File: src/gcd_pkg.sv
// ----------------------------------------------------------------------------
// gcd_pkg: shared constants, types and functions for great_circle_distance
// Fixed-point formats, CORDIC arctangent table, gain and radian factor.
// ----------------------------------------------------------------------------
package gcd_pkg;

    localparam int FRACTION_BITS = 30;
    localparam int CORDIC_STAGES = 32;

    localparam int CW  = FRACTION_BITS + 3;            // CORDIC datapath width
    localparam int IW  = $clog2(CORDIC_STAGES);        // stage index width
    localparam int KW  = $clog2(FRACTION_BITS + 1);    // root digit index width
    localparam int RW  = FRACTION_BITS + 3;            // root remainder width
    localparam int PIW = $clog2(2 * FRACTION_BITS + 2);
    localparam int UW  = 34;                           // angle, 5e-8 degree units
    localparam int MW  = 31;                           // reduced angle magnitude
    localparam int DW  = 35;                           // distance width

    localparam logic signed [UW:0] TURN_UNITS         = 35'sd7200000000;
    localparam logic signed [UW:0] HALF_TURN_UNITS    = 35'sd3600000000;
    localparam logic signed [UW:0] QUARTER_TURN_UNITS = 35'sd1800000000;
    localparam logic [63:0]        HALF_TURN_U64      = 64'd3600000000;

    localparam logic [33:0]   EARTH_DIAMETER_MM = 34'd12742000000;
    localparam logic [DW-1:0] MAX_DISTANCE_MM   = 35'd20015086796;

    localparam logic [63:0] ONE_Q62 = 64'h4000_0000_0000_0000;

    typedef logic [CORDIC_STAGES-1:0][CW-1:0] t_atan_tab;

    typedef struct packed {
        logic                 valid;
        logic                 flip;
        logic signed [CW-1:0] x;
        logic signed [CW-1:0] y;
        logic signed [CW-1:0] z;
    } t_cordic;

    typedef struct packed {
        logic                   valid;
        logic [FRACTION_BITS:0] v;
        logic [RW-1:0]          rem;
        logic [FRACTION_BITS:0] root;
    } t_root;

    // shift-subtract divide, elaboration only
    function automatic logic [63:0] div_u64(input logic [63:0] num, input logic [63:0] den);
        logic [64:0] rem;
        logic [63:0] q;
        rem = '0;
        q   = '0;
        for (int i = 63; i >= 0; i--) begin
            rem = {rem[63:0], num[i]};
            if (rem >= {1'b0, den}) begin
                rem  = rem - {1'b0, den};
                q[i] = 1'b1;
            end
        end
        return q;
    endfunction

    function automatic logic [63:0] mul_rs(input logic [63:0] a, input logic [63:0] b,
                                           input int sh);
        logic [127:0] p;
        p = {64'd0, a} * {64'd0, b};
        p = p + (128'd1 << (sh - 1));
        p = p >> sh;
        return p[63:0];
    endfunction

    function automatic logic [63:0] atan_series(input logic [63:0] p0, input logic [63:0] n,
                                                input int s);
        logic [63:0] p;
        logic [63:0] sum;
        logic [63:0] t;
        logic [63:0] k;
        p   = p0;
        sum = '0;
        k   = '0;
        while (p != 64'd0) begin
            t = div_u64(p, 64'd2 * k + 64'd1);
            if (k[0]) sum = sum - t;
            else      sum = sum + t;
            if (n != 64'd0)  p = div_u64(p, n * n);
            else if (s < 64) p = p >> s;
            else             p = '0;
            k = k + 64'd1;
        end
        return sum;
    endfunction

    function automatic logic [63:0] calc_pi();
        logic [63:0] a5;
        logic [63:0] a239;
        a5   = atan_series(div_u64(ONE_Q62, 64'd5), 64'd5, 0);
        a239 = atan_series(div_u64(ONE_Q62, 64'd239), 64'd239, 0);
        return 64'd16 * a5 - 64'd4 * a239;
    endfunction

    localparam logic [63:0] PI_Q62 = calc_pi();

    function automatic t_atan_tab calc_atan_tab();
        t_atan_tab   tab;
        logic [63:0] v;
        for (int i = 0; i < CORDIC_STAGES; i++) begin
            if (i == 0) v = PI_Q62 >> 2;
            else        v = atan_series(ONE_Q62 >> i, 64'd0, 2 * i);
            tab[i] = CW'((v + (64'd1 << (61 - FRACTION_BITS))) >> (62 - FRACTION_BITS));
        end
        return tab;
    endfunction

    // 1/K by Newton iteration on the CORDIC gain product
    function automatic logic [CW-1:0] calc_gain_inv();
        logic [63:0] p;
        logic [63:0] y;
        logic [63:0] t;
        p = 64'd1 << 61;
        for (int i = 0; i < CORDIC_STAGES; i++) begin
            if (2 * i < 64) p = p + (p >> (2 * i));
        end
        y = 64'd5 << 58;
        for (int k = 0; k < 8; k++) begin
            t = mul_rs(p, mul_rs(y, y, 61), 61);
            y = mul_rs(y, 64'd3 * (64'd1 << 61) - t, 62);
        end
        return CW'((y + (64'd1 << (60 - FRACTION_BITS))) >> (61 - FRACTION_BITS));
    endfunction

    localparam t_atan_tab ATAN_TAB = calc_atan_tab();
    localparam logic signed [CW-1:0] GAIN_INV = calc_gain_inv();

    // degree-half-units to radians: z = round(|r| * RAD_FACTOR / 2^RAD_SHIFT)
    localparam int RAD_PRESHIFT = 28;
    localparam logic [63:0] RAD_FACTOR =
        ((PI_Q62 / HALF_TURN_U64) << RAD_PRESHIFT) +
        (((PI_Q62 % HALF_TURN_U64) << RAD_PRESHIFT) / HALF_TURN_U64);
    localparam int RAD_SHIFT = 62 + RAD_PRESHIFT - FRACTION_BITS;
    localparam int RAD_LO_W  = 30;
    localparam int RAD_HI_W  = 30;
    localparam logic [RAD_LO_W-1:0] RAD_LO = RAD_FACTOR[RAD_LO_W-1:0];
    localparam logic [RAD_HI_W-1:0] RAD_HI = RAD_FACTOR[RAD_LO_W+RAD_HI_W-1:RAD_LO_W];
    localparam int PPW = MW + RAD_LO_W;
    localparam int PSW = PPW + RAD_LO_W + 1;

    // signed product, rounded to nearest, ties away from zero
    function automatic logic signed [CW-1:0] smul(input logic signed [CW-1:0] a,
                                                  input logic signed [CW-1:0] b);
        logic [CW-1:0]   ma;
        logic [CW-1:0]   mb;
        logic [2*CW-1:0] p;
        logic [CW-1:0]   q;
        ma = a[CW-1] ? CW'(-a) : CW'(a);
        mb = b[CW-1] ? CW'(-b) : CW'(b);
        p  = (2*CW)'(ma) * (2*CW)'(mb);
        p  = (p + ((2*CW)'(1) << (FRACTION_BITS - 1))) >> FRACTION_BITS;
        q  = p[CW-1:0];
        return (a[CW-1] ^ b[CW-1]) ? signed'(CW'(-q)) : signed'(q);
    endfunction

endpackage

File: src/gcd_cordic_cell.sv
// ----------------------------------------------------------------------------
// gcd_cordic_cell: one CORDIC micro-rotation
// Rotation mode steers by z, vectoring mode by y; one register per cell.
// ----------------------------------------------------------------------------
module gcd_cordic_cell import gcd_pkg::*; (
    input  logic          i_clk,
    input  logic          i_rst_n,
    input  logic          i_en,
    input  logic [IW-1:0] i_stage,
    input  logic          i_vector,
    input  t_cordic       i_cell,
    output t_cordic       o_cell
);

    logic signed [CW-1:0] w_dx;
    logic signed [CW-1:0] w_dy;
    logic signed [CW-1:0] w_atan;
    logic                 w_rot;
    t_cordic              n_cell;

    logic                 r_valid;
    logic                 r_flip;
    logic signed [CW-1:0] r_x;
    logic signed [CW-1:0] r_y;
    logic signed [CW-1:0] r_z;

    assign w_dx   = i_cell.y >>> i_stage;
    assign w_dy   = i_cell.x >>> i_stage;
    assign w_atan = signed'(ATAN_TAB[i_stage]);
    assign w_rot  = i_vector ? i_cell.y[CW-1] : ~i_cell.z[CW-1];

    always_comb begin
        n_cell = i_cell;
        if (w_rot) begin
            n_cell.x = i_cell.x - w_dx;
            n_cell.y = i_cell.y + w_dy;
            n_cell.z = i_cell.z - w_atan;
        end else begin
            n_cell.x = i_cell.x + w_dx;
            n_cell.y = i_cell.y - w_dy;
            n_cell.z = i_cell.z + w_atan;
        end
    end

    always_ff @(posedge i_clk) begin
        if (!i_rst_n) begin
            r_valid <= 1'b0;
        end else if (i_en) begin
            r_valid <= n_cell.valid;
        end
    end

    always_ff @(posedge i_clk) begin
        if (i_en) begin
            r_flip <= n_cell.flip;
            r_x    <= n_cell.x;
            r_y    <= n_cell.y;
            r_z    <= n_cell.z;
        end
    end

    assign o_cell = '{valid: r_valid, flip: r_flip, x: r_x, y: r_y, z: r_z};

endmodule

File: config.mk
export PLATFORM = sky130hd
export DESIGN_NAME = gcd_cordic_cell
export DESIGN_NICKNAME = d
export VERILOG_FILES = /design/src/gcd_pkg.sv /design/src/gcd_cordic_cell.sv
export SDC_FILE = /design/constraint.sdc
export NUM_CORES = 1
export LEC_CHECK = 0
export ABC_AREA = 0
export BUFFER_PORTS_ARGS = -buffer_cell sky130_fd_sc_hd__buf_2
export CAP_MARGIN = 40
export CORE_UTILIZATION = 55
export CTS_BUF_LIST = sky130_fd_sc_hd__clkbuf_4 sky130_fd_sc_hd__clkbuf_8
export DETAILED_ROUTE_END_ITERATION = 7
export MAX_ROUTING_LAYER = met4
export PLACE_DENSITY = 0.78
export SYNTH_ARGS = -nofsm -noshare
export SYNTH_HDL_FRONTEND = slang
export SYNTH_SLANG_ARGS = --single-unit
File: constraint.sdc
create_clock -name i_clk -period 9.5 [get_ports i_clk]
set_input_delay 0 -clock i_clk [delete_from_list [all_inputs] [get_ports i_clk]]
set_output_delay 0 -clock i_clk [all_outputs]
set_load 0.1 [all_outputs]
==> flow_metrics.tcl, run 1 <==
set metrics [dict create \
    rsz0062_at_grt "false" \
    cts_num_sinks 101 \
    syn_area_per_cell_um2 9.04 \
    clk_path_buf_depth 2 \
    wl_um 53600 \
    yosysUniqueCellTypes 94 \
    drc 0 \
    r2r_cells 3 \
    cp_slowest_cell "buf_4" \
    grt_pass1_wl_um 80800 \
    postRouteAntennaNets 0 \
    gp_congestion 1.08 \
    vias_per_cell 6.86 \
    antenna_cells 0 \
    crit_buf_inv 4 \
    cpPeakStageDelay_ns 0.61 \
    postCtsResizedCells 0 \
    period_share_pct 67.6 \
    reg2reg_slack_ns 8.35 \
    maxCapViolations 0 \
    min_period_ns 6.42 \
    cts_hold_buffers 5 \
    setup_viol 0 \
    worst-path-max-fanout 60 \
    drt_iter0_markers 1571 \
    totalPowerFinal_uw 3470 \
    power_density_nw_per_um2 205 \
    r2r_start "r_valid" \
    grt_overflow_total 0 \
    clock_skew_ns 0 \
    grt_pass1_vias 14200 \
    die_w_um 170 \
    syn_nets 1934 \
    die_y_um 170 \
    timing.rr.end "r_valid" \
    start_util_pct 55.8 \
    cts_tree "done" \
    ys_seq_area_share_pct 19.5 \
    ys.flop_type "edfxtp_1" \
    worstSetupPathType "input port to flop" \
    hpwlAfterDp_um 40800 \
    dr.pass1.iters 6 \
    ys_ff_latch 101 \
    use_met2_pct 58.1 \
    max_freq_mhz 156 \
    status "complete, no violations" \
    start_kind "input port" \
    gr-usage-met3_pct 7.72 \
    final_common_cell "buf_2" \
    cp.required_ns 9.66 \
    clk_latency_ns 0.40 \
    dr_total_vias 15400 \
    relSlewSlack_pct 33.7 \
    p_leak_uw 0.00705 \
    syn_inst 1713 \
    cts.clk_slew.worst_paths_ns 0.10 \
    cts_setup_buffers 0 \
    cp_cell_sequence "buf_4 > buf_4 > mux4_2 > mux2_2 > mux2i_1 > mux2i_1 > inv_1 > ha_1 > inv_1 > nor4b_2 > a21o_1 > o21ai_0 > xor2_1 > ha_1 > nand3_1 > or3_1 > o21ai_0 > a221oi_1 > o21a_1 > a21oi_1 > a311oi_1 > xnor2_1" \
    hold_viol 0 \
    peakVddDrop_mv 0.171 \
    nNetsFinal 2083 \
    holdPathEnd "r_x[1]" \
    min_path_type "input port to flop" \
    dieArea_um2 28800 \
    rows 61 \
    critPathCaptureType "flop" \
    yosysWarnings 0 \
    cts_root_buf "clkbuf_8" \
    synthArstFlopShare_pct 0 \
    worst_slew_pin_slew_ns 0.991 \
    io_buffer_count 210 \
    whs_path_depth 2 \
    critPathTopFamily "compound AO/OA/AOI/OAI gates" \
    tns_ns 0 \
    synth_edf_count 100 \
    drive_gt1_share_pct 21.7 \
    grt_util_all_layers_pct 37.8 \
    hp-start "i_cell[67]" \
    io_pins 211 \
    grt.busiest_layer "met2" \
    drv_slew 0 \
    core_um2 27800 \
    routedWlPerCell_um 23.9 \
    syn2layout_area_growth_pct 9.43 \
    global_route.usage.met1_pct 48.3 \
    layout_common_cells "buf_2, nand2_1, a21oi_1" \
    cp.arrival_ns 6.58 \
    grt_start_max_net_pins 72 \
    cts_buffers 9 \
    antenna_found_initial 0 \
    syn_area_um2 15500 \
    htreeDepth 3 \
]
## cells in the mapped netlist, types with 18 or more instances
library cell,instances,area (um2)
inv_1,44,165
nor2_1,129,484
nand2_1,137,514
edfxtp_1,100,3000
o21a_1,22,165
mux2_2,36,405
buf_1,23,86.3
mux2i_1,58,581
and3_1,23,144
buf_2,22,110
mux4_2,83,1870
xnor2_1,106,928
ha_1,108,1350
a21o_1,54,405
nand2b_1,19,119
a211oi_1,18,135
a21oi_1,132,661
o21ai_0,88,440
nor3_1,30,150
a31oi_1,20,125
clkbuf_1,41,154
nand3_1,36,180
xor2_1,65,569
o22ai_1,20,125
## metrics by stage
step | hold slack [ns] | std cells | util, % | area (um2) | worst slack (ns)
floorplan | 0.0989 | 1713 | - | 15500 | 4.05
global placement | 0.181 | 2220 | 60.0 | 16700 | 2.97
detailed placement | 0.190 | 2224 | 60.1 | 16700 | 2.90
CTS | 0.00770 | 2244 | 61.0 | 17000 | 3.34
global route | 0.0166 | 2244 | 61.0 | 17000 | 2.82
finish | 0.0279 | 2244 | 61.0 | 17000 | 3.08
## cell families (layout without fill, tap and decap cells)
family          after synthesis  count (layout)  synth area share, %
simple gates                478             478                 15.1
flops                       101             101                 19.5
buf+inv                     146             299                 4.36
compound gates              521             521                 22.6
mux                         185             185                 19.6
fa+ha+maj                   111             111                 9.11
xor+xnor                    171             171                 9.67
## power by group
part	total, uW	leakage [uW]	switching [uW]	internal [uW]
Sequential	714	0.000987	31.7	683
Clock	314	0.000105	165	149
Combinational	2440	0.00596	1790	653
## flip-flops by register name, indices dropped and copies added, names as in the netlist
signal,count
r_y,33
r_flip,1
r_z,33
r_x,33
r_valid,1
## layout make-up
class | instances | area, um2
Clock buffer | 10 | 131
Clock inverter | 5 | 76.3
Fill cell | 2467 | 10800
Inverter | 46 | 173
Multi-Input combinational cell | 1466 | 11800
Sequential cell | 101 | 3020
Tap cell | 378 | 473
Timing Repair Buffer | 238 | 1280
## worst max path at each step
| stage | start | cells after the start | slack, ns | endpoint |
|---|---|---|---|---|
| finish | i_stage[1] | 22 | 3.08 | r_y[32] |
| global placement | i_stage[0] | 21 | 2.97 | r_x[32] |
| detailed placement | i_stage[0] | 21 | 2.90 | r_x[32] |
| CTS | i_stage[0] | 20 | 3.34 | r_x[27] |
| global route | i_stage[1] | 22 | 2.82 | r_y[32] |
| floorplan | i_stage[4] | 24 | 4.05 | r_x[32] |
## layer usage
layer / wire, um / share of wire, %
met5: 0 / 0
met4: 2460 / 4.6
met3: 5720 / 11
met2: 24200 / 45
met1: 21300 / 40
Note: power is estimated with default switching activity, not from simulation.
==> run 2, diff against run 1 <==
==> constraint.sdc (replaced) <==
create_clock -name i_clk -period 6.4 [get_ports i_clk]
set_input_delay 0 -clock i_clk [delete_from_list [all_inputs] [get_ports i_clk]]
set_output_delay 0 -clock i_clk [all_outputs]
set_load 0.1 [all_outputs]
==> run 2 against run 1 <==
  * Wire length increased by 5.7%
  * Clock-buffer cell count unchanged
  * Die area unchanged
  * Cell area increased by 3.2%
  * Critical path depth decreased by 2
  * Global-route usage increased by 2.1 points
  * Via count increased by 1.5%
  * First-iteration DRC count increased by 2.2%
  * Highest routed layer unchanged
  * Clock power increased by 41%
  * Sequential cell count unchanged
  * Worst hold slack improved by 0.010 ns
==> flow_metrics.tcl, run 2 (synthesis gave the netlist of run 1 again) <==
set metrics [dict create \
    min_path_type "input port to flop" \
    place_ws_ns 0.320 \
    postRouteAntennaNets 0 \
    syn2layout_area_growth_pct 12.9 \
    drive_gt1_share_pct 24.2 \
    worst-path-max-fanout 52 \
    dr.pass1.iters 7 \
    timing.final.ws_setup_ns 0.608 \
    io_buffer_count 210 \
    cts_buffers 9 \
    critPathCaptureType "flop" \
    clk_latency_ns 0.40 \
    die_w_um 170 \
    fillers 2452 \
    start_kind "input port" \
    start_util_pct 55.8 \
    wl_um 56600 \
    htreeDepth 3 \
    drv_slew 0 \
    grt_overflow_total 0 \
    hpwlAfterDp_um 43900 \
    cp.required_ns 6.57 \
    status "complete, no violations" \
    grt_pass1_wl_um 84900 \
    crit_buf_inv 2 \
    clock_skew_ns 0 \
    cp.arrival_ns 5.96 \
    peakVddDrop_mv 0.289 \
    final_common_cell "buf_2" \
    max_freq_mhz 173 \
    clk_path_buf_depth 2 \
    antenna_cells 0 \
    cts_tree "done" \
    p_leak_uw 0.00738 \
    hold_viol 0 \
    grt_util_all_layers_pct 39.9 \
    critPathTopFamily "compound AO/OA/AOI/OAI gates" \
    vias_per_cell 6.77 \
    drc 0 \
    cp_cell_sequence "buf_6 > buf_4 > mux4_2 > mux2_2 > o22ai_1 > o211ai_1 > or3b_4 > or4_1 > o31ai_1 > xor2_1 > ha_1 > nand3_1 > nor2_1 > and3_1 > o211ai_1 > a311oi_1 > o31ai_1 > a21oi_1 > a21boi_0 > xnor2_1" \
    reg_top3 "r_x (33), r_y (33), r_z (33)" \
    cp_slowest_cell "or4_1" \
    layout_common_cells "buf_2, nand2_1, a21oi_1" \
    core_um2 27800 \
    totalPowerFinal_uw 5220 \
    nNetsFinal 2147 \
    grt_pass1_vias 14900 \
    antenna_found_initial 1 \
    dr_total_vias 15600 \
    worst_slew_pin_slew_ns 0.846 \
    maxCapViolations 0 \
    rsz0062_at_grt "false" \
    cpPeakStageDelay_ns 0.61 \
    cts_root_buf "clkbuf_8" \
    worstSetupPathType "input port to flop" \
    period_share_pct 90.5 \
    routedWlPerCell_um 24.5 \
    dieArea_um2 28800 \
    relSlewSlack_pct 43.3 \
    die_y_um 170 \
    postCtsResizedCells 0 \
    setup_viol 0 \
    drt_iter0_markers 1606 \
    grt_start_max_net_pins 79 \
    power_density_nw_per_um2 298 \
    cts.clk_slew.worst_paths_ns 0.10 \
    io_pins 211 \
    tns_ns 0 \
    min_period_ns 5.79 \
    gp_congestion 1.05 \
    rows 61 \
    cts_num_sinks 101 \
]
[run 2: through the flow]
| stage | cell area (um2) | std cells | hold slack, ns | utilization [%] |
|---|---|---|---|---|
| finish | 17500 | 2309 | 0.0381 | 63.0 |
| global route | 17500 | 2309 | 0.0432 | 63.0 |
| CTS | 17500 | 2309 | 0.0207 | 63.0 |
| detailed placement | 17200 | 2286 | 0.181 | 62.0 |
| global placement | 17200 | 2285 | 0.182 | 62.0 |
| floorplan | 15500 | 1713 | 0.0989 | - |
[run 2: worst reg2reg max path: stages (launching register included)]
cell and delay (ns):
dfxtp_1 0.32, mux2i_1 0.14, nor2b_1 0.06, dlygate4sd3_1 0.54
[run 2: metal layers]
layer  global-route usage [%]  routed length (um)
met5                        -                   0
met4                     20.6                2940
met3                     7.81                5920
met2                     63.5               26300
met1                     48.1               21500
[run 2: where the power goes]
part	switching, uW	internal (uW)
registers	44.6	1010
logic	2700	1020
clock network	258	185
[run 2: area by class of cell]
| cell class | count | area (um2) | area share, % |
|---|---|---|---|
| clock buffer | 10 | 131 | 0.751 |
| clock inverter | 6 | 63.8 | 0.365 |
| inverter | 46 | 173 | 0.987 |
| multi-input combinational | 1466 | 11800 | 67.4 |
| sequential | 101 | 3020 | 17.3 |
| tap | 378 | 473 | 2.70 |
| timing repair buffer | 302 | 1830 | 10.5 |
[run 2: path summary, 6_finish.rpt]
check	start	end	slack [ns]	depth (start not counted)
min reg2reg	r_valid	r_valid	1.08	3
min	i_cell[0]	r_z[0]	0.04	4
max reg2reg	r_valid	r_valid	5.23	3
max	i_stage[0]	r_x[27]	0.61	20
[run 2: repair_timing]
| action | 4_1_cts | 5_1_grt |
|---|---|---|
| hold endpoints to repair | 6 | 0 |
| hold buffers | 7 | 0 |
| setup endpoints to repair | 0 | 0 |
| buffers inserted | 0 | 0 |
==> run 3, diff against run 2 <==
--- a/config.mk
+++ b/config.mk
@@ -8,11 +8,11 @@
 export ABC_AREA = 0
 export BUFFER_PORTS_ARGS = -buffer_cell sky130_fd_sc_hd__buf_2
 export CAP_MARGIN = 40
-export CORE_UTILIZATION = 55
+export CORE_UTILIZATION = 61
 export CTS_BUF_LIST = sky130_fd_sc_hd__clkbuf_4 sky130_fd_sc_hd__clkbuf_8
 export DETAILED_ROUTE_END_ITERATION = 7
 export MAX_ROUTING_LAYER = met4
-export PLACE_DENSITY = 0.78
+export PLACE_DENSITY = 0.85
 export SYNTH_ARGS = -nofsm -noshare
 export SYNTH_HDL_FRONTEND = slang
 export SYNTH_SLANG_ARGS = --single-unit
==> run 3 against run 2 <==
  * Cell count decreased by 3.1%
  * Clock-buffer cell count increased by 1
  * Total power increased by 1.6%
  * Sequential share of layout area increased by 0.17 points
  * Wire length decreased by 1.1%
  * Setup slack got worse by 0.055 ns
  * Largest cell class unchanged
  * Largest power group unchanged
==> flow_metrics.tcl, run 3 (synthesis gave the netlist of run 1 again) <==
set metrics [dict create \
    htreeDepth 3 \
    period_share_pct 91.4 \
    critPathTopFamily "compound AO/OA/AOI/OAI gates" \
    cp_cell_sequence "buf_4 > buf_4 > mux2i_1 > o22ai_1 > or2_2 > a221oi_1 > nor4bb_1 > nand3_1 > o41ai_1 > xor2_1 > ha_1 > nand2_1 > o21ai_0 > o41ai_1 > nor2_1 > a221oi_1 > o21a_1 > a21oi_1 > a311oi_1 > xnor2_1" \
    drive_gt1_share_pct 23.6 \
    clk_latency_ns 0.42 \
    hpwlAfterDp_um 43200 \
    max_freq_mhz 171 \
    path_depth 20 \
    cts_num_sinks 101 \
    nNetsFinal 2128 \
    cts_buffers 9 \
    io_pins 211 \
    worst-path-max-fanout 31 \
    vias_per_cell 7.08 \
    grt_start_max_net_pins 58 \
    postRouteAntennaNets 0 \
    clock_skew_ns 0 \
    start_util_pct 63.0 \
    final_area_um2 17300 \
    dr.pass1.iters 6 \
    r2r_cells 3 \
    dp.cells 2214 \
    drv_slew 0 \
    rsz0062_at_grt "false" \
    syn2layout_area_growth_pct 11.8 \
    seq_area_um2 3020 \
    p_leak_uw 0.00730 \
    die_w_um 161 \
    antenna_found_initial 2 \
    critPathCaptureType "flop" \
    peakVddDrop_mv 0.376 \
    hold_viol 0 \
    cts_setup_buffers 0 \
    min_path_type "input port to flop" \
    layout_common_cells "buf_2, nand2_1, a21oi_1" \
    die_y_um 161 \
    grt_overflow_total 0 \
    worst_slew_pin_slew_ns 0.873 \
    status "complete, no violations" \
    min_period_ns 5.85 \
    dr_total_vias 15800 \
    grt_util_all_layers_pct 44.2 \
    tns_ns 0 \
    cts_hold_buffers 6 \
    crit_buf_inv 2 \
    cts_root_buf "clkbuf_8" \
    whs_ns 0.00767 \
    setup_viol 0 \
    dieArea_um2 26000 \
    crit_start "i_stage[2]" \
    start_kind "input port" \
    drt_iter0_markers 2375 \
    place_ws_ns 0.286 \
    cp.arrival_ns 6.02 \
    rows 57 \
    routedWlPerCell_um 25.0 \
    cts_tree "done" \
    worstSetupPathType "input port to flop" \
    cts.clk_slew.worst_paths_ns 0.13 \
    multi_input_area_um2 11800 \
    postCtsResizedCells 0 \
    relSlewSlack_pct 41.5 \
    power_density_nw_per_um2 306 \
    cp.required_ns 6.57 \
    gp_congestion 1.13 \
    timing.final.ws_setup_ns 0.553 \
    r2r_start "r_valid" \
    whs_path_depth 2 \
    grt_pass1_vias 15200 \
    hp-start "i_cell[34]" \
    reg_top3 "r_x (33), r_y (33), r_z (33)" \
    cp_slowest_cell "o41ai_1" \
    final_cells 2238 \
    io_buffer_count 210 \
    grt_pass1_wl_um 85700 \
    fillers 1905 \
    final_common_cell "buf_2" \
    maxCapViolations 0 \
    core_um2 24600 \
    wl_um 56000 \
    cpPeakStageDelay_ns 0.50 \
    clk_path_buf_depth 2 \
    drc 0 \
    dpl_cell_area_um2 17000 \
]
==> run 3: cell count changes in the layout (fill, tap and decap cells not counted), sizes merged <==
cell	delta
clkinv	-5
clkinvlp	+2
bufinv	+1
diode	+2
dlygate4sd3	-1
inv	+1
buf	-18
clkbuf	+1
==> run 3: path summary, 6_finish.rpt <==
path                            endpoint  slack [ns]
worst max-delay path             r_y[32]        0.55
worst min-delay path              r_y[1]       0.008
worst max register to register   r_valid        5.25
worst min register to register   r_valid        1.08
==> run 3: power breakdown <==
group / total (uW) / switching (uW) / internal [uW]
Combinational: 3730 / 2730 / 1010
Clock: 511 / 280 / 231
Sequential: 1060 / 45.6 / 1010
Total: 5300 / 3050 / 2250
==> run 3: final cells by class <==
class,instances,area share [%]
Antenna cell,2,0.0289
Clock buffer,11,0.802
Clock inverter,5,0.484
Inverter,46,0.997
Multi-Input combinational cell,1466,68.1
Sequential cell,101,17.5
Tap cell,324,2.34
Timing Repair Buffer,283,9.80
==> run 3: layer usage <==
| metal | routed length (um) | up-vias | track usage, % |
|---|---|---|---|
| li1 | - | 6988 | - |
| met1 | 20800 | 7508 | 53.7 |
| met2 | 25600 | 1106 | 69.4 |
| met3 | 6380 | 247 | 9.94 |
| met4 | 3170 | 0 | 22.2 |
| met5 | 0 | - | - |
==> run 3: metrics by stage <==
step	power (uW)	utilization (%)
2_1_floorplan	4000	-
3_3_place_gp	4650	69.2
4_1_cts	5240	70.4
6_report	5300	70.4
3_5_place_dp	4730	69.2
5_1_grt	5510	70.4
