[config.mk]
export PLATFORM = sky130hd
export DESIGN_NAME = gcd_root_cell
export DESIGN_NICKNAME = d
export VERILOG_FILES = /design/src/gcd_pkg.sv /design/src/gcd_root_cell.sv
export SDC_FILE = /design/constraint.sdc
export NUM_CORES = 1
export LEC_CHECK = 0
export BUFFER_PORTS_ARGS = -buffer_cell sky130_fd_sc_hd__buf_2
export CAP_MARGIN = 15
export CORE_MARGIN = 2
export CORE_UTILIZATION = 26
export CTS_BUF_LIST = sky130_fd_sc_hd__clkbuf_2 sky130_fd_sc_hd__clkbuf_4 sky130_fd_sc_hd__clkbuf_8
export DETAILED_ROUTE_END_ITERATION = 16
export PLACE_DENSITY = 0.53
export SYNTH_ARGS = -nofsm -noshare
export SYNTH_HDL_FRONTEND = slang
export SYNTH_SLANG_ARGS = --single-unit
[constraint.sdc]
create_clock -name i_clk -period 4.3 [get_ports i_clk]
set_input_delay 0.43 -clock i_clk [delete_from_list [all_inputs] [get_ports i_clk]]
set_output_delay 0.43 -clock i_clk [all_outputs]
set_load 0.05 [all_outputs]
[src/gcd_pkg.sv]
// ----------------------------------------------------------------------------
// gcd_pkg: shared constants, types and functions for great_circle_distance
// Fixed-point formats, CORDIC arctangent table, gain and radian factor.
// ----------------------------------------------------------------------------
package gcd_pkg;

    localparam int FRACTION_BITS = 30;
    localparam int CORDIC_STAGES = 32;

    localparam int CW  = FRACTION_BITS + 3;            // CORDIC datapath width
    localparam int IW  = $clog2(CORDIC_STAGES);        // stage index width
    localparam int KW  = $clog2(FRACTION_BITS + 1);    // root digit index width
    localparam int RW  = FRACTION_BITS + 3;            // root remainder width
    localparam int PIW = $clog2(2 * FRACTION_BITS + 2);
    localparam int UW  = 34;                           // angle, 5e-8 degree units
    localparam int MW  = 31;                           // reduced angle magnitude
    localparam int DW  = 35;                           // distance width

    localparam logic signed [UW:0] TURN_UNITS         = 35'sd7200000000;
    localparam logic signed [UW:0] HALF_TURN_UNITS    = 35'sd3600000000;
    localparam logic signed [UW:0] QUARTER_TURN_UNITS = 35'sd1800000000;
    localparam logic [63:0]        HALF_TURN_U64      = 64'd3600000000;

    localparam logic [33:0]   EARTH_DIAMETER_MM = 34'd12742000000;
    localparam logic [DW-1:0] MAX_DISTANCE_MM   = 35'd20015086796;

    localparam logic [63:0] ONE_Q62 = 64'h4000_0000_0000_0000;

    typedef logic [CORDIC_STAGES-1:0][CW-1:0] t_atan_tab;

    typedef struct packed {
        logic                 valid;
        logic                 flip;
        logic signed [CW-1:0] x;
        logic signed [CW-1:0] y;
        logic signed [CW-1:0] z;
    } t_cordic;

    typedef struct packed {
        logic                   valid;
        logic [FRACTION_BITS:0] v;
        logic [RW-1:0]          rem;
        logic [FRACTION_BITS:0] root;
    } t_root;

    // shift-subtract divide, elaboration only
    function automatic logic [63:0] div_u64(input logic [63:0] num, input logic [63:0] den);
        logic [64:0] rem;
        logic [63:0] q;
        rem = '0;
        q   = '0;
        for (int i = 63; i >= 0; i--) begin
            rem = {rem[63:0], num[i]};
            if (rem >= {1'b0, den}) begin
                rem  = rem - {1'b0, den};
                q[i] = 1'b1;
            end
        end
        return q;
    endfunction

    function automatic logic [63:0] mul_rs(input logic [63:0] a, input logic [63:0] b,
                                           input int sh);
        logic [127:0] p;
        p = {64'd0, a} * {64'd0, b};
        p = p + (128'd1 << (sh - 1));
        p = p >> sh;
        return p[63:0];
    endfunction

    function automatic logic [63:0] atan_series(input logic [63:0] p0, input logic [63:0] n,
                                                input int s);
        logic [63:0] p;
        logic [63:0] sum;
        logic [63:0] t;
        logic [63:0] k;
        p   = p0;
        sum = '0;
        k   = '0;
        while (p != 64'd0) begin
            t = div_u64(p, 64'd2 * k + 64'd1);
            if (k[0]) sum = sum - t;
            else      sum = sum + t;
            if (n != 64'd0)  p = div_u64(p, n * n);
            else if (s < 64) p = p >> s;
            else             p = '0;
            k = k + 64'd1;
        end
        return sum;
    endfunction

    function automatic logic [63:0] calc_pi();
        logic [63:0] a5;
        logic [63:0] a239;
        a5   = atan_series(div_u64(ONE_Q62, 64'd5), 64'd5, 0);
        a239 = atan_series(div_u64(ONE_Q62, 64'd239), 64'd239, 0);
        return 64'd16 * a5 - 64'd4 * a239;
    endfunction

    localparam logic [63:0] PI_Q62 = calc_pi();

    function automatic t_atan_tab calc_atan_tab();
        t_atan_tab   tab;
        logic [63:0] v;
        for (int i = 0; i < CORDIC_STAGES; i++) begin
            if (i == 0) v = PI_Q62 >> 2;
            else        v = atan_series(ONE_Q62 >> i, 64'd0, 2 * i);
            tab[i] = CW'((v + (64'd1 << (61 - FRACTION_BITS))) >> (62 - FRACTION_BITS));
        end
        return tab;
    endfunction

    // 1/K by Newton iteration on the CORDIC gain product
    function automatic logic [CW-1:0] calc_gain_inv();
        logic [63:0] p;
        logic [63:0] y;
        logic [63:0] t;
        p = 64'd1 << 61;
        for (int i = 0; i < CORDIC_STAGES; i++) begin
            if (2 * i < 64) p = p + (p >> (2 * i));
        end
        y = 64'd5 << 58;
        for (int k = 0; k < 8; k++) begin
            t = mul_rs(p, mul_rs(y, y, 61), 61);
            y = mul_rs(y, 64'd3 * (64'd1 << 61) - t, 62);
        end
        return CW'((y + (64'd1 << (60 - FRACTION_BITS))) >> (61 - FRACTION_BITS));
    endfunction

    localparam t_atan_tab ATAN_TAB = calc_atan_tab();
    localparam logic signed [CW-1:0] GAIN_INV = calc_gain_inv();

    // degree-half-units to radians: z = round(|r| * RAD_FACTOR / 2^RAD_SHIFT)
    localparam int RAD_PRESHIFT = 28;
    localparam logic [63:0] RAD_FACTOR =
        ((PI_Q62 / HALF_TURN_U64) << RAD_PRESHIFT) +
        (((PI_Q62 % HALF_TURN_U64) << RAD_PRESHIFT) / HALF_TURN_U64);
    localparam int RAD_SHIFT = 62 + RAD_PRESHIFT - FRACTION_BITS;
    localparam int RAD_LO_W  = 30;
    localparam int RAD_HI_W  = 30;
    localparam logic [RAD_LO_W-1:0] RAD_LO = RAD_FACTOR[RAD_LO_W-1:0];
    localparam logic [RAD_HI_W-1:0] RAD_HI = RAD_FACTOR[RAD_LO_W+RAD_HI_W-1:RAD_LO_W];
    localparam int PPW = MW + RAD_LO_W;
    localparam int PSW = PPW + RAD_LO_W + 1;

    // signed product, rounded to nearest, ties away from zero
    function automatic logic signed [CW-1:0] smul(input logic signed [CW-1:0] a,
                                                  input logic signed [CW-1:0] b);
        logic [CW-1:0]   ma;
        logic [CW-1:0]   mb;
        logic [2*CW-1:0] p;
        logic [CW-1:0]   q;
        ma = a[CW-1] ? CW'(-a) : CW'(a);
        mb = b[CW-1] ? CW'(-b) : CW'(b);
        p  = (2*CW)'(ma) * (2*CW)'(mb);
        p  = (p + ((2*CW)'(1) << (FRACTION_BITS - 1))) >> FRACTION_BITS;
        q  = p[CW-1:0];
        return (a[CW-1] ^ b[CW-1]) ? signed'(CW'(-q)) : signed'(q);
    endfunction

endpackage

[src/gcd_root_cell.sv]
// ----------------------------------------------------------------------------
// gcd_root_cell: one digit of a restoring square root
// Takes the next bit pair of v * 2^F and settles one root bit.
// ----------------------------------------------------------------------------
module gcd_root_cell import gcd_pkg::*; (
    input  logic          i_clk,
    input  logic          i_rst_n,
    input  logic          i_en,
    input  logic [KW-1:0] i_digit,
    input  t_root         i_cell,
    output t_root         o_cell
);

    logic [2*FRACTION_BITS+1:0] w_wide;
    logic [PIW-1:0]             w_pos;
    logic [1:0]                 w_pair;
    logic [RW+1:0]              w_rem_n;
    logic [RW+1:0]              w_trial;
    t_root                      n_cell;

    logic                       r_valid;
    logic [FRACTION_BITS:0]     r_v;
    logic [RW-1:0]              r_rem;
    logic [FRACTION_BITS:0]     r_root;

    assign w_wide  = {1'b0, i_cell.v, {FRACTION_BITS{1'b0}}};
    assign w_pos   = PIW'({i_digit, 1'b0});
    assign w_pair  = w_wide[w_pos +: 2];
    assign w_rem_n = {i_cell.rem, w_pair};
    assign w_trial = (RW+2)'({i_cell.root, 2'b01});

    always_comb begin
        n_cell = i_cell;
        if (w_rem_n >= w_trial) begin
            n_cell.rem  = RW'(w_rem_n - w_trial);
            n_cell.root = {i_cell.root[FRACTION_BITS-1:0], 1'b1};
        end else begin
            n_cell.rem  = RW'(w_rem_n);
            n_cell.root = {i_cell.root[FRACTION_BITS-1:0], 1'b0};
        end
    end

    always_ff @(posedge i_clk) begin
        if (!i_rst_n) begin
            r_valid <= 1'b0;
        end else if (i_en) begin
            r_valid <= n_cell.valid;
        end
    end

    always_ff @(posedge i_clk) begin
        if (i_en) begin
            r_v    <= n_cell.v;
            r_rem  <= n_cell.rem;
            r_root <= n_cell.root;
        end
    end

    assign o_cell = '{valid: r_valid, v: r_v, rem: r_rem, root: r_root};

endmodule

==> impl_metrics.py, run 1 <==
metrics = {
    "synth": {
        "ys_seq_elements": 96,
        "yosys.area_share.simple_pct": 12.4,
        "synth_area_leader_cell": "edfxtp_1",
        "netlist_area_um2": 5680,
        "synth_top_family_by_area": "compound AO/OA/AOI/OAI gates",
        "synthesis.nets": 653,
        "yosysMostFrequentCell": "edfxtp_1",
        "synth_xor_area_share_pct": 3.08,
        "synth_top_area_share_pct": 50.2,
        "ys.flop_type": "edfxtp_1",
        "synthDistinctLibCells": 62,
        "muxShareOfSynthArea_pct": 4.25,
        "yosysSeqAreaShare_pct": 50.6,
        "synthTopCellsByCount": "edfxtp_1 (95), nand2_1 (53), inv_1 (47)",
        "avgSynthCellArea_um2": 11.0,
        "synthCells": 516,
        "synth-compound-area-share_pct": 17.4,
        "synth_edf_count": 95,
        "async_reset_ff_share_pct": 0,
        "ys_warn_count": 0,
        "synthAdderAreaFrac_pct": 7.27,
        "synth_area_leaders": "edfxtp_1 (50%), ha_1 (7.3%), nand2_1 (3.5%), a21oi_1 (3.2%), o21ai_0 (3.2%)",
    },
    "sta": {
        "min_period_ns": 3.67,
        "fin_skew_ns": 0,
        "rsz0062_at_grt": "false",
        "fmax_mhz": 273,
        "hold_viol_final": 0,
        "relSlewSlack_pct": 28.5,
        "maxSlewViolCount": 0,
        "timing.final.crit_share_pct": 85.3,
        "report.final.setup_viol": 0,
        "setup_ws_ns": 0.631,
        "tns_ns": 0,
        "worstMarginPinSlew_ns": 1.07,
    },
    "detailed_routing": {
        "vias_per_cell": 4.60,
        "first_iter_violations": 308,
        "route.vias.total": 4604,
        "wire_per_inst_um": 16.0,
        "dr.pass1.iters": 4,
        "drc_errors": 0,
        "ant_nets": 0,
        "totalWireLength_um": 16000,
    },
    "placed_design": {
        "port_buffers": 199,
        "hpwlAfterDp_um": 12800,
        "dp.cells": 985,
        "globalplace.congestion": 0.809,
        "dpl_worst_slack_ns": 0.220,
    },
    "clock_network": {
        "cts_setup_buffers": 0,
        "clk_latency_ns": 0.37,
        "clockBufferDepth": 2,
        "clkTransAtPathRegs_ns": 0.11,
        "cts.sinks": 96,
        "hold_buffers": 0,
        "clock-root-buffer": "clkbuf_8",
        "ctsResizeCount": 0,
        "tritoncts": "built",
        "htree_num_levels": 3,
        "cts_buffers": 9,
    },
    "floorplan": {
        "die_w_um": 152,
        "fp.dieH_um": 152,
        "core_area_um2": 21600,
        "start_util_pct": 26.3,
        "num_rows": 54,
        "dieArea_um2": 23100,
        "io_pins": 200,
    },
    "setup_path": {
        "required_ns": 4.44,
        "criticalPathCategory": "in -> reg",
        "critPathMaxFanout": 11,
        "cp.arrival_ns": 3.81,
        "endpoint_kind": "flop",
        "crit_path_start_kind": "primary input",
    },
    "global_routing": {
        "grt_pass1_vias": 4535,
        "grt-ovfl-total": 0,
        "grt_pass1_wl_um": 25200,
        "antenna_found_initial": 3,
        "grt_max_degree": 78,
        "track_usage_pct": 13.8,
    },
    "finish": {
        "nNetsFinal": 853,
        "area_growth_pct": 26.4,
        "drive_gt1_share_pct": 34.0,
        "finalNonFillerCells": 1001,
        "diodes": 0,
    },
    "power_and_ir_drop": {
        "p_leak_nw": 3.14,
        "pwr_density_cell_nw_per_um2": 383,
        "vdd_ir_drop_max_uv": 132,
    },
    "job": {
        "max_cap_viol_count": 0,
    },
    "outcome": {
        "status": "completed",
    },
    "worst_hold_path": {
        "hold_path.class": "in -> reg",
    },
}
-- area by class of cell --
type / instances / area [um^2]
Inverter: 48 / 180
Sequential cell: 96 / 2870
Clock buffer: 12 / 159
Clock inverter: 4 / 52.6
Fill cell: 2261 / 14400
Timing Repair Buffer: 204 / 1040
Multi-Input combinational cell: 357 / 2530
Tap cell: 280 / 350
-- stage by stage --
stage / total power, mW / util [%] / hold slack [ns] / area (um^2)
global route: 2.89 / 33.2 / 0.201 / 7180
floorplan: 1.88 / - / 0.484 / 5680
CTS: 2.78 / 33.2 / 0.210 / 7180
detailed placement: 2.13 / 32.2 / 0.511 / 6970
finish: 2.75 / 33.2 / 0.229 / 7180
global placement: 2.13 / 32.2 / 0.497 / 6970
-- where the power goes --
group	internal (mW)	switching, mW
clock	0.309	0.337
combinational	0.267	0.664
sequential	1.15	0.0222
total	1.73	1.02
-- cells by family (layout without fill, tap and decap cells) --
logic type                 after synthesis  after routing
AOI/OAI and AO/OA                      145            145
and+or+nand+nor                        143            143
DFF                                     96             96
buffers and inverters                   63            268
adders and majority gates               33             33
xor gates and xnor gates                20             20
muxes                                   16             16
-- metal layers --
layer / global-route usage (%) / part of all wire [%] / vias up
met5: 0 / 0.27 / -
met4: 4.58 / 1.8 / 6
met3: 3.48 / 5.1 / 27
met2: 22.1 / 46 / 123
met1: 18.4 / 46 / 2128
li1: - / - / 2320
-- placed cells by master, fill, tap and decap left out, types with 7 or more instances in the layout --
cell	n
buf_2	198
edfxtp_1	95
nand2_1	53
inv_1	47
a21oi_1	36
o21ai_0	36
ha_1	33
nor2_1	27
xnor2_1	13
clkbuf_8	11
a21o_1	10
nor2b_1	9
nand2b_1	9
nand4_1	9
o21bai_1	9
mux2i_1	8
nand3_1	8
nor3_1	8
xor2_1	7
-- worst max-delay path, stage by stage --
cell       delay, ns
buf_2           0.26
mux4_1          0.61
o221ai_1        0.20
a21oi_2         0.08
a21oi_2         0.13
ha_1            0.19
nor2b_1         0.06
o21bai_1        0.13
a21boi_0        0.15
o2111ai_1       0.36
a21oi_1         0.16
nor2_1          0.31
o211ai_1        0.19
o41ai_1         0.43
o41ai_2         0.09
-- registers in the layout (all words and copies together), names as in the netlist --
register,cells
r_rem,33
r_root,31
r_v,31
r_valid,1
-- path summary, 6_finish.rpt --
kind	start	endpoint	slack (ns)	cells past startpoint
hold / removal	i_cell[27]	r_root[28]	0.23	1
setup / recovery	i_digit[0]	r_rem[30]	0.63	15
setup reg to reg	r_valid	r_valid	3.70	2
hold reg to reg	r_valid	r_valid	0.53	2
Power figures use the tool's default switching activity.
==> inputs of run 2 (changes only) <==
--- a/config.mk
+++ b/config.mk
@@ -12,6 +12,7 @@
 export CTS_BUF_LIST = sky130_fd_sc_hd__clkbuf_2 sky130_fd_sc_hd__clkbuf_4 sky130_fd_sc_hd__clkbuf_8
 export DETAILED_ROUTE_END_ITERATION = 16
 export PLACE_DENSITY = 0.53
+export REMOVE_ABC_BUFFERS = 1
 export SYNTH_ARGS = -nofsm -noshare
 export SYNTH_HDL_FRONTEND = slang
 export SYNTH_SLANG_ARGS = --single-unit
==> impl_metrics.py, run 2 (same netlist as run 1, synthesis figures left out) <==
metrics = {
    "setup_path": {
        "startpoint": "i_digit[0]",
        "critPathMaxFanout": 11,
        "r2r_slack_ns": 3.70,
        "required_ns": 4.43,
        "crit_path_start_kind": "primary input",
        "r2r_cells": 2,
        "endpoint_kind": "flop",
        "criticalPathCategory": "in -> reg",
        "r2r-start": "r_valid",
        "cp.arrival_ns": 3.74,
    },
    "sta": {
        "relSlewSlack_pct": 39.5,
        "rsz0062_at_grt": "false",
        "maxSlewViolCount": 0,
        "timing.final.crit_share_pct": 83.9,
        "holdWs_ns": 0.231,
        "report.final.setup_viol": 0,
        "fin_skew_ns": 0,
        "fmax_mhz": 277,
        "tns_ns": 0,
        "hold_viol_final": 0,
        "min_period_ns": 3.61,
        "worstMarginPinSlew_ns": 0.908,
    },
    "floorplan": {
        "start_util_pct": 26.3,
        "die_w_um": 152,
        "io_pins": 200,
        "core_area_um2": 21600,
        "fp.dieH_um": 152,
        "num_rows": 54,
        "dieArea_um2": 23100,
    },
    "finish": {
        "area_growth_pct": 26.4,
        "fillers": 2291,
        "drive_gt1_share_pct": 34.1,
        "finalInstanceArea_um2": 7180,
        "seqCellArea_um2": 2870,
        "multi_input_area_um2": 2530,
        "fin_util_pct": 33.2,
        "biggestRegsByFlops": "r_rem (33), r_root (31), r_v (31)",
        "layout_commonest_cell": "buf_2",
        "nNetsFinal": 854,
        "largest_reg_flops": 33,
        "regMostFlops": "r_rem",
        "layout_common_cells": "buf_2 (198), edfxtp_1 (95), nand2_1 (53)",
    },
    "placed_design": {
        "postPlaceCellArea_um2": 6980,
        "hpwlAfterDp_um": 12800,
        "port_buffers": 199,
        "globalplace.congestion": 0.817,
    },
    "detailed_routing": {
        "wire_per_inst_um": 16.3,
        "dr.pass1.iters": 4,
        "route.vias.total": 4617,
        "drc_errors": 0,
        "totalWireLength_um": 16300,
        "ant_nets": 0,
        "vias_per_cell": 4.60,
        "first_iter_violations": 272,
    },
    "power_and_ir_drop": {
        "p_leak_nw": 3.13,
        "vdd_ir_drop_max_uv": 174,
        "pwr_density_cell_nw_per_um2": 382,
        "power_mw": 2.74,
    },
    "clock_network": {
        "cts_buffers": 9,
        "cts_setup_buffers": 0,
        "htree_num_levels": 3,
        "tritoncts": "built",
        "ctsResizeCount": 0,
        "clk_latency_ns": 0.37,
        "clkTransAtPathRegs_ns": 0.11,
        "clock-root-buffer": "clkbuf_8",
        "clockBufferDepth": 2,
        "cts.sinks": 96,
        "hold_buffers": 0,
    },
    "global_routing": {
        "antenna_found_initial": 3,
        "grt_pass1_wl_um": 25500,
        "grt-ovfl-total": 0,
        "grt_max_degree": 67,
        "grt_pass1_vias": 4669,
        "track_usage_pct": 14.0,
    },
    "worst_hold_path": {
        "hold_depth": 1,
        "min_from": "i_cell[76]",
        "hold_path.class": "in -> reg",
    },
    "outcome": {
        "status": "completed",
    },
    "job": {
        "max_cap_viol_count": 0,
    },
}
==> run 2: cell types whose count changed in the layout (fill, tap and decap cells not counted), sizes merged <==
cell      before  now
inv           48   50
clkinvlp       0    1
buf          204  205
clkinv         3    2
diode          0    2
clkbuf        12   10
==> run 2: power by group <==
part / switching (mW) / internal [mW] / total [mW]
Clock: 0.358 / 0.281 / 0.638
Combinational: 0.664 / 0.268 / 0.931
Sequential: 0.0225 / 1.15 / 1.17
Total: 1.04 / 1.70 / 2.74
==> run 2: final cells by class <==
type	count	area share (%)
Inverter	48	2.51
Multi-Input combinational cell	357	35.2
Sequential cell	96	40.0
Antenna cell	2	0.0697
Clock buffer	10	1.83
Timing Repair Buffer	205	14.5
Clock inverter	6	0.958
Tap cell	280	4.88
==> run 2: through the flow <==
step / worst slack, ns / instances
3_3_place_gp: 0.365 / 986
3_5_place_dp: 0.264 / 986
2_1_floorplan: -0.228 / 501
6_report: 0.691 / 1004
4_1_cts: 0.679 / 1002
5_1_grt: 0.344 / 1004
==> run 2: routing by layer <==
layer,track usage [%],vias to the layer above,routed length [um]
met2,23.8,104,7980
li1,-,2330,-
met1,18.0,2169,7510
met5,0,-,13
met3,3.19,12,654
met4,3.92,2,178
==> run 2: critical path, stage by stage <==
cell and delay (ns):
buf_2 0.27, mux4_1 0.60, a22oi_1 0.17, and3_4 0.26, ha_1 0.19, nor2b_1 0.06, o21bai_1 0.12, a21boi_0 0.15
o2111ai_1 0.36, a21oi_1 0.14, nor2_1 0.29, o211ai_1 0.19, o41ai_1 0.40, o41ai_2 0.09
==> run 2: worst paths after layout <==
check	end
min	r_v[12]
max	r_rem[30]
max reg2reg	r_valid
min reg2reg	r_valid
==> inputs of run 3 (changes only) <==
--- a/config.mk
+++ b/config.mk
@@ -5,6 +5,7 @@
 export SDC_FILE = /design/constraint.sdc
 export NUM_CORES = 1
 export LEC_CHECK = 0
+export ABC_AREA = 1
 export BUFFER_PORTS_ARGS = -buffer_cell sky130_fd_sc_hd__buf_2
 export CAP_MARGIN = 15
 export CORE_MARGIN = 2
==> constraint.sdc (replaced) <==
create_clock -name i_clk -period 3.6 [get_ports i_clk]
set_input_delay 0.36 -clock i_clk [delete_from_list [all_inputs] [get_ports i_clk]]
set_output_delay 0.36 -clock i_clk [all_outputs]
set_load 0.05 [all_outputs]
==> impl_metrics.py, run 3 <==
metrics = {
    "setup_path": {
        "cp.arrival_ns": 3.26,
        "reg2reg_to": "r_valid",
        "r2r_slack_ns": 2.97,
        "path_delay_family": "compound AO/OA/AOI/OAI gates",
        "path_cells": "buf_2 -> inv_2 -> nand2_1 -> nand3_1 -> nand2_1 -> nand2_1 -> nand3_1 -> nand2_1 -> nand2_1 -> nand2_1 -> inv_1 -> ha_1 -> o21ai_0 -> a21oi_1 -> inv_1 -> a21oi_1 -> inv_1 -> a21oi_1 -> o31ai_1 -> xnor2_1 -> o21ai_1",
        "crit_path_max_incr_delay_ns": 0.37,
        "endpoint_kind": "flop",
        "critPathSlowestCell": "a21oi_1",
        "criticalPathCategory": "in -> reg",
        "critPathMaxFanout": 16,
        "r2r_cells": 2,
        "required_ns": 3.73,
        "startpoint": "i_digit[0]",
        "crit_buf_inv": 5,
        "worst-path-stages": 21,
        "crit_top_cell": "nand2_1",
        "r2r-start": "r_valid",
        "crit_path_start_kind": "primary input",
    },
    "placed_design": {
        "port_buffers": 199,
        "hpwlAfterDp_um": 13900,
        "globalplace.congestion": 0.877,
    },
    "power_and_ir_drop": {
        "p_leak_nw": 3.39,
        "power_mw": 3.25,
        "vdd_ir_drop_max_uv": 180,
        "pwr_density_cell_nw_per_um2": 452,
    },
    "clock_network": {
        "cts.sinks": 96,
        "htree_num_levels": 3,
        "clockBufferDepth": 2,
        "clk_latency_ns": 0.40,
        "clkTransAtPathRegs_ns": 0.12,
        "cts_setup_buffers": 0,
        "tritoncts": "built",
        "cts_buffers": 9,
        "hold_buffers": 0,
        "ctsResizeCount": 0,
        "clock-root-buffer": "clkbuf_8",
    },
    "synth": {
        "synth-compound-area-share_pct": 10.4,
        "synth_top_area_share_pct": 50.0,
        "synth_area_leader_cell": "edfxtp_1",
        "synth_top_family_by_area": "simple AND/OR/NAND/NOR gates",
        "synthTopCellsByCount": "nand2_1 (180), edfxtp_1 (95), inv_1 (95)",
        "yosys.area_share.simple_pct": 20.4,
        "avgSynthCellArea_um2": 8.84,
        "ys.flop_type": "edfxtp_1",
        "synthCells": 645,
        "synth_xor_area_share_pct": 3.53,
        "ys_warn_count": 0,
        "ys_seq_elements": 96,
        "yosysSeqAreaShare_pct": 50.4,
        "yosysMostFrequentCell": "nand2_1",
        "async_reset_ff_share_pct": 0,
        "synthAdderAreaFrac_pct": 7.24,
        "synth_area_leaders": "edfxtp_1 (50%), nand2_1 (12%), ha_1 (7.2%), inv_1 (6.3%), nand3_1 (3.4%)",
        "netlist_area_um2": 5700,
        "synth_edf_count": 95,
        "synthDistinctLibCells": 36,
        "muxShareOfSynthArea_pct": 0,
    },
    "detailed_routing": {
        "dr.pass1.iters": 5,
        "totalWireLength_um": 17400,
        "ant_nets": 0,
        "drc_errors": 0,
        "route.vias.total": 5027,
        "vias_per_cell": 4.44,
        "first_iter_violations": 254,
        "wire_per_inst_um": 15.3,
    },
    "sta": {
        "maxSlewViolCount": 0,
        "worstMarginPinSlew_ns": 0.695,
        "relSlewSlack_pct": 53.6,
        "rsz0062_at_grt": "false",
        "tns_ns": 0,
        "hold_viol_final": 0,
        "fin_skew_ns": 0,
        "report.final.setup_viol": 0,
        "min_period_ns": 3.13,
        "timing.final.crit_share_pct": 86.9,
        "fmax_mhz": 320,
    },
    "finish": {
        "seqCellArea_um2": 2870,
        "regMostFlops": "r_rem",
        "largest_reg_flops": 33,
        "drive_gt1_share_pct": 27.1,
        "layout_commonest_cell": "buf_2",
        "fillers": 2309,
        "layout_common_cells": "buf_2 (198), nand2_1 (180), inv_1 (95), edfxtp_1 (95)",
        "biggestRegsByFlops": "r_rem (33), r_root (31), r_v (31)",
        "area_growth_pct": 26.1,
        "multi_input_area_um2": 2380,
        "nNetsFinal": 985,
        "diodes": 0,
    },
    "global_routing": {
        "grtUsageMet3_pct": 3.51,
        "grt_util_met2_pct": 24.9,
        "grt_pass1_wl_um": 27100,
        "grt-ovfl-total": 0,
        "track_usage_pct": 15.0,
        "globalRouteMet1Util_pct": 19.6,
        "grt_pass1_vias": 4984,
        "busiest_layer": "met2",
        "antenna_found_initial": 0,
        "grt_max_degree": 55,
    },
    "worst_hold_path": {
        "hold_path.class": "in -> reg",
        "whs_endpoint": "r_v[13]",
        "min_from": "i_cell[77]",
        "hold_depth": 1,
    },
    "job": {
        "max_cap_viol_count": 0,
    },
    "floorplan": {
        "num_rows": 54,
        "core_area_um2": 21700,
        "io_pins": 200,
        "dieArea_um2": 23100,
        "die_w_um": 152,
        "fp.dieH_um": 152,
        "start_util_pct": 26.3,
    },
    "outcome": {
        "status": "completed",
    },
}
==> run 3: how the worst max path moves through the flow <==
stage	slack (ns)	end
3_3_place_gp	0.21	r_rem[24]
2_1_floorplan	0.88	r_rem[24]
6_report	0.47	r_rem[24]
4_1_cts	0.48	r_rem[24]
5_1_grt	0.07	r_rem[24]
3_5_place_dp	0.07	r_rem[24]
==> run 3: worst reg2reg max path, cell delays in order (launching register included) <==
cell,delay [ns]
dfxtp_1,0.33
o21ai_0,0.16
a21oi_1,0.05
==> run 3: per-layer routing <==
layer | wire, um | vias up
li1 | - | 2571
met1 | 8160 | 2272
met2 | 7920 | 173
met3 | 1050 | 11
met4 | 217 | 0
met5 | 0 | -
==> run 3: power by group <==
part / internal (mW) / switching [mW]
clock: 0.274 / 0.463
sequential: 1.37 / 0.0261
combinational: 0.293 / 0.824
==> run 3: cell families after synthesis <==
family / Yosys count
buffers and inverters: 107
xor gates and xnor gates: 23
and+or+nand+nor: 281
DFF: 96
AOI/OAI and AO/OA: 105
adders and majority gates: 33
==> run 3: final cells by class <==
class	count	share of cell area (%)
Clock inverter	7	0.957
Sequential cell	96	39.9
Clock buffer	9	1.72
Tap cell	280	4.87
Timing Repair Buffer	202	14.4
Inverter	97	5.10
Multi-Input combinational cell	442	33.0
==> run 3: per-stage QoR <==
step           setup WS, ns  util (%)  instances  instance area [um^2]  hold slack [ns]
2_1_floorplan         0.885         -        635                  5620            0.453
3_3_place_gp          0.213      32.3       1117                  7000            0.525
3_5_place_dp         0.0692      32.3       1117                  7000            0.533
4_1_cts               0.478      33.2       1133                  7190            0.110
5_1_grt              0.0670      33.2       1133                  7190            0.112
6_report              0.473      33.2       1133                  7190            0.140
